## src/rtl/core/bmm_pkg.sv

```systemverilog
`timescale 1ns / 1ps
// ----------------------------------------------------------------------------
// bmm_pkg
// Shared constants, command/status structs and controller states for the
// block median and mean core.
// ----------------------------------------------------------------------------
package bmm_pkg;

  // Sizing
  localparam int MAX_SAMPLES = 1024;
  localparam int SAMPLE_BITS = 16;
  localparam int FRAC_BITS   = 8;

  // Port field widths
  localparam int SAMPLE_IN_BITS = 16;
  localparam int MEDIAN_BITS    = 17;
  localparam int MEAN_BITS      = 24;
  localparam int COUNT_BITS     = 11;

  // Derived widths
  localparam int ADDR_W = $clog2(MAX_SAMPLES);
  localparam int CNT_W  = $clog2(MAX_SAMPLES + 1);
  localparam int SUM_W  = SAMPLE_BITS + CNT_W;
  localparam int DIVD_W = SUM_W + FRAC_BITS;
  localparam int BIT_W  = $clog2(SAMPLE_BITS);
  localparam int STEP_W = $clog2(DIVD_W + 1);

  // Controller states
  typedef enum logic [2:0] {
    ST_IDLE,
    ST_PREP,
    ST_SCAN,
    ST_DRAIN,
    ST_DECIDE,
    ST_WAIT_DIV,
    ST_EMIT
  } bmm_state_t;

  // Commands from controller to datapath
  typedef struct packed {
    logic store;        // take the input beat into the block
    logic sel_init;     // start a selection pass
    logic sel_hi;       // the pass started picks the upper middle rank
    logic issue;        // read the next stored sample
    logic decide;       // settle the current bit of the selection
    logic div_start;    // launch the mean division
    logic load_result;  // capture the result registers
    logic clear;        // empty the block
  } bmm_cmd_t;

  // Status from datapath to controller
  typedef struct packed {
    logic scan_last;    // read address is on the last kept sample
    logic bit_zero;     // selection is on its lowest bit
    logic sel_hi;       // current pass is the upper middle rank
    logic cnt_odd;      // kept count is odd
    logic div_done;     // divider idle with quotient ready
  } bmm_stat_t;

endpackage

```

## src/rtl/core/bmm_ctrl.sv

```systemverilog
`timescale 1ns / 1ps
// ----------------------------------------------------------------------------
// bmm_ctrl
// Controller: collects beats, then sequences rank selection passes, the mean
// division and the one-cycle result strobe.
// ----------------------------------------------------------------------------
module bmm_ctrl (
  input  logic               clk,
  input  logic               rst,
  input  logic               start,
  input  logic               last,
  input  bmm_pkg::bmm_stat_t stat,
  output bmm_pkg::bmm_cmd_t  cmd,
  output logic               busy,
  output logic               done
);

  bmm_pkg::bmm_state_t state;
  bmm_pkg::bmm_state_t state_next;

  // State register
  always_ff @(posedge clk) begin
    if (rst) begin
      state <= bmm_pkg::ST_IDLE;
    end else begin
      state <= state_next;
    end
  end

  // Next state and commands
  always_comb begin
    state_next = state;
    cmd        = '0;
    case (state)
      bmm_pkg::ST_IDLE: begin
        if (start) begin
          cmd.store = 1'b1;
          if (last) begin
            state_next = bmm_pkg::ST_PREP;
          end
        end
      end
      bmm_pkg::ST_PREP: begin
        cmd.div_start = 1'b1;
        cmd.sel_init  = 1'b1;
        state_next    = bmm_pkg::ST_SCAN;
      end
      bmm_pkg::ST_SCAN: begin
        cmd.issue = 1'b1;
        if (stat.scan_last) begin
          state_next = bmm_pkg::ST_DRAIN;
        end
      end
      bmm_pkg::ST_DRAIN: begin
        state_next = bmm_pkg::ST_DECIDE;
      end
      bmm_pkg::ST_DECIDE: begin
        cmd.decide = 1'b1;
        if (!stat.bit_zero) begin
          state_next = bmm_pkg::ST_SCAN;
        end else if (!stat.sel_hi && !stat.cnt_odd) begin
          cmd.sel_init = 1'b1;
          cmd.sel_hi   = 1'b1;
          state_next   = bmm_pkg::ST_SCAN;
        end else begin
          state_next = bmm_pkg::ST_WAIT_DIV;
        end
      end
      bmm_pkg::ST_WAIT_DIV: begin
        if (stat.div_done) begin
          cmd.load_result = 1'b1;
          state_next      = bmm_pkg::ST_EMIT;
        end
      end
      bmm_pkg::ST_EMIT: begin
        cmd.clear  = 1'b1;
        state_next = bmm_pkg::ST_IDLE;
      end
      default: begin
        state_next = bmm_pkg::ST_IDLE;
      end
    endcase
  end

  assign busy = (state != bmm_pkg::ST_IDLE);
  assign done = (state == bmm_pkg::ST_EMIT);

`ifndef SYNTHESIS
  a_done_single: assert property (@(posedge clk) disable iff (rst)
    done |=> !done)
    else $error("result strobe longer than one cycle");
  a_done_frees: assert property (@(posedge clk) disable iff (rst)
    done |=> !busy)
    else $error("block stays busy after result");
  a_last_locks: assert property (@(posedge clk) disable iff (rst)
    (start && !busy && last) |=> (busy && !done))
    else $error("closing beat did not start the block computation");
`endif

endmodule

```

## config.mk

```make
export PLATFORM = sky130hd
export DESIGN_NAME = bmm_ctrl
export DESIGN_NICKNAME = d
export VERILOG_FILES = /design/src/rtl/core/bmm_pkg.sv /design/src/rtl/core/bmm_ctrl.sv
export SDC_FILE = /design/constraint.sdc
export NUM_CORES = 1
export LEC_CHECK = 0
export BUFFER_PORTS_ARGS = -buffer_cell sky130_fd_sc_hd__buf_2
export CORE_AREA = 2 2 39 41
export DETAILED_ROUTE_END_ITERATION = 7
export DIE_AREA = 0 0 41 43
export PLACE_DENSITY_LB_ADDON = 0.25
export SLEW_MARGIN = 20
export SYNTH_ARGS = -nofsm -noshare
export SYNTH_HDL_FRONTEND = slang
export SYNTH_SLANG_ARGS = --single-unit
```

## constraint.sdc

```tcl
create_clock -name clk -period 1.1 [get_ports clk]
set_clock_uncertainty 0.1 [all_clocks]
set_input_delay 0 -clock clk [delete_from_list [all_inputs] [get_ports clk]]
set_output_delay 0 -clock clk [all_outputs]
set_load 0.01 [all_outputs]
```

==> results.json <==
{
  "outcome": "finished with violations",
  "violations": "negative setup slack",
  "nFillCells": 146,
  "synthCells": 37,
  "reg2reg_depth": 4,
  "combinationalPowerShare_pct": 51.2,
  "cts_tree": "done",
  "dr_wl_met2_um": 536,
  "timing.fmax_mhz": 807.5,
  "finalNetCount": 79,
  "p_clk_share_pct": 27.8,
  "root_buffer": "clkbuf_4",
  "post-route-min-period_ps": 1238,
  "r2r_slack_ps": -40,
  "worst_slack_ps": -138.3,
  "slowest_stage": "or3_4",
  "netlist_top_cells_area": "dfxtp_1 (21%), buf_6 (7.8%), nand2b_1 (6.5%)",
  "fin_crit_sh_pct": 112.6,
  "p_leak_nw": 0.2925,
  "totalWireLength_um": 910,
  "setup_viol_count_final": 12,
  "hold_class": "primary input to flip-flop",
  "whs_path_depth": 4,
  "clk_pin_slew_ps": 40,
  "clk_path_buf_depth": 2,
  "h-tree-depth": 1,
  "drt_iter0_drc": 0,
  "synth_top_cell_by_area": "dfxtp_1",
  "final_layout_size_suffix_gt1_share_pct": 78.26,
  "yosysSeqAreaShare_pct": 20.78,
  "largest_reg_flops": 3,
  "synth_fa_ha_area_share_pct": 0,
  "ant_nets": 0,
  "clock-sinks": 3,
  "ys_types": 25,
  "cap_viol_max_count": 0,
  "via_per_inst": 4.282,
  "final_cell_area_sq_um": 615.6,
  "port-buffer-count": 18,
  "final_max_slew_viol_count": 0,
  "slew_headroom_pct": 86.76,
  "synth_ff_type": "dfxtp_1",
  "grt_overflow": 0,
  "drt-met1-wl_um": 310,
  "synth_top_family_by_area": "simple AND/OR/NAND/NOR gates",
  "async_flop_share_pct": 0,
  "reg.largest.list": "state: 3 flops",
  "ys_seq_elements": 3,
  "crit_arrival_ps": 1140,
  "ir_drop_mv": 0.4473,
  "dieArea_sq_um": 1763,
  "p_int_w": 0.0004632,
  "die_w_um": 41,
  "ys_warn_count": 0,
  "areaGrowthSynthToFinish_pct": 113.0,
  "highest-signal-layer": "met3",
  "crit_type": "flip-flop to output pin",
  "muxShareOfSynthArea_pct": 0,
  "antenna_found_initial": 0,
  "synth_nets": 46,
  "synth_xor_xnor_area_share_pct": 3.030,
  "place_hpwl_um": 586.3,
  "track_usage_pct": 11.43,
  "yosys.area.top_type_share_pct": 20.78,
  "p_sw_w": 0.0002170,
  "tightestPinTransition_ps": 198.6,
  "fp.dieH_um": 43,
  "grt_pass1_wl_um": 1400,
  "synth-simple-area-share_pct": 40.69,
  "required_ps": 1000,
  "drc": 0,
  "route.met3.wl_um": 62,
  "hold_path.startpoint": "last",
  "firstDrtPassIters": 1,
  "crit_path_start_kind": "flip-flop",
  "power_frac_seq_pct": 21.0,
  "gp_congestion": 0.7209,
  "crit_fanout": 5,
  "rr_startpoint": "state[2]",
  "synth-edff-count": 0,
  "final_common_cell": "buf_2",
  "regMostFlops": "state",
  "synth.avg_cell_area_sq_um": 7.812,
  "max_stage_delay_ps": 370,
  "core_area_sq_um": 1384,
  "cts_buffers": 3,
  "hold-path-endpoint": "state[0]",
  "diodes": 0,
  "whs_ps": 86.64,
  "synthesis.area_sq_um": 289.0,
  "wl_per_cell_um": 10.71,
  "endpoint_kind": "output pin",
  "rows": 14,
  "vias": 364,
  "rsz0062_at_grt": "true",
  "hold_viol": 0,
  "post-route-util_pct": 44.48,
  "fin_tns_setup_ps": -898.5,
  "power.switching_fraction_pct": 31.90,
  "synth-compound-area-share_pct": 22.08,
  "start_util_pct": 20.89,
  "first_global_vias": 371,
  "grt_max_degree": 9,
  "insertion_delay_ps": 230,
  "power_density_nw_per_um2": 1105,
  "mostFrequentLayoutCells": "buf_2 (16), buf_6 (9), buf_4 (6)",
  "power.total_w": 0.0006801,
  "place_area_sq_um": 416.7,
  "r2r_end": "state[1]",
  "crit_chain": "or3_4 -> nor2_2 -> buf_2",
  "pin_count": 19
}
==> cell usage after synthesis (2+ instances only) <==
library cell / instances
buf_6: 2
dfxtp_1: 3
nand2_1: 2
nand2b_1: 3
nor2_1: 5
o21ai_0: 3
==> worst max path at each step <==
| stage | from | slack, ps | cells after the start | endpoint |
|---|---|---|---|---|
| floorplan | state[2] | 10 | 4 | state[1] |
| global placement | state[1] | -110 | 3 | state[0] |
| detailed placement | state[1] | -70 | 3 | state[0] |
| CTS | state[1] | -150 | 3 | cmd[7] |
| global route | state[0] | -200 | 4 | cmd[6] |
| finish | state[1] | -140 | 3 | cmd[7] |
==> cell families (layout without fill, tap and decap cells) <==
family                 after synthesis  after routing
AND/OR/NAND/NOR                     19             19
AO/OA/AOI/OAI                        9              9
buffers and inverters                5             37
flip-flops                           3              3
XOR/XNOR                             1              1
==> per-stage QoR <==
| step | cells | setup slack (ps) |
|---|---|---|
| 2_1_floorplan | 37 | 10.54 |
| 3_3_place_gp | 74 | -107.8 |
| 3_5_place_dp | 74 | -68.92 |
| 4_1_cts | 84 | -148.6 |
| 5_1_grt | 85 | -197.1 |
| 6_report | 85 | -138.3 |
==> area by class of cell <==
type / count / area (sq um) / share of cell area, %
multi-input cells: 29 / 260.3 / 42.28
repair buffers: 32 / 236.5 / 38.41
flip-flops and latches: 3 / 68.82 / 11.18
clock buffers: 4 / 26.28 / 4.268
well taps: 16 / 20.02 / 3.252
inverters: 1 / 3.754 / 0.6098
==> layer usage <==
metal / GRT usage [%] / vias to the layer above
met3: 3.141 / 0
met4: 2.000 / 0
met1: 10.26 / 159
met2: 22.81 / 14
met5: 0 / -
li1: - / 191
==> what timing repair did <==
action | in CTS | in global routing
gates resized for setup | 24 | 4
pin swaps | 10 | 2
hold endpoints to repair | 3 | 0
endpoints found under the setup margin | 13 | 13
gates cloned | 0 | 0
hold buffers | 1 | 0
buffers inserted | 5 | 1
==> critical path: cells and delay by family, from the launching register on <==
| kind | cells | cell delay [ps] |
|---|---|---|
| and+or+nand+nor | 2 | 440 |
| DFF | 1 | 350 |
| buffers and inverters | 1 | 120 |
==> power groups by stage <==
stage	Sequential (W)	Clock (W)	Combinational, W
2_1_floorplan	0.000130	0	0.000156
3_3_place_gp	0.000143	0	0.000230
3_5_place_dp	0.000143	0	0.000229
4_1_cts	0.000141	0.000201	0.000312
5_1_grt	0.000145	0.000203	0.000383
6_report	0.000143	0.000189	0.000348
Power figures use the tool's default switching activity.
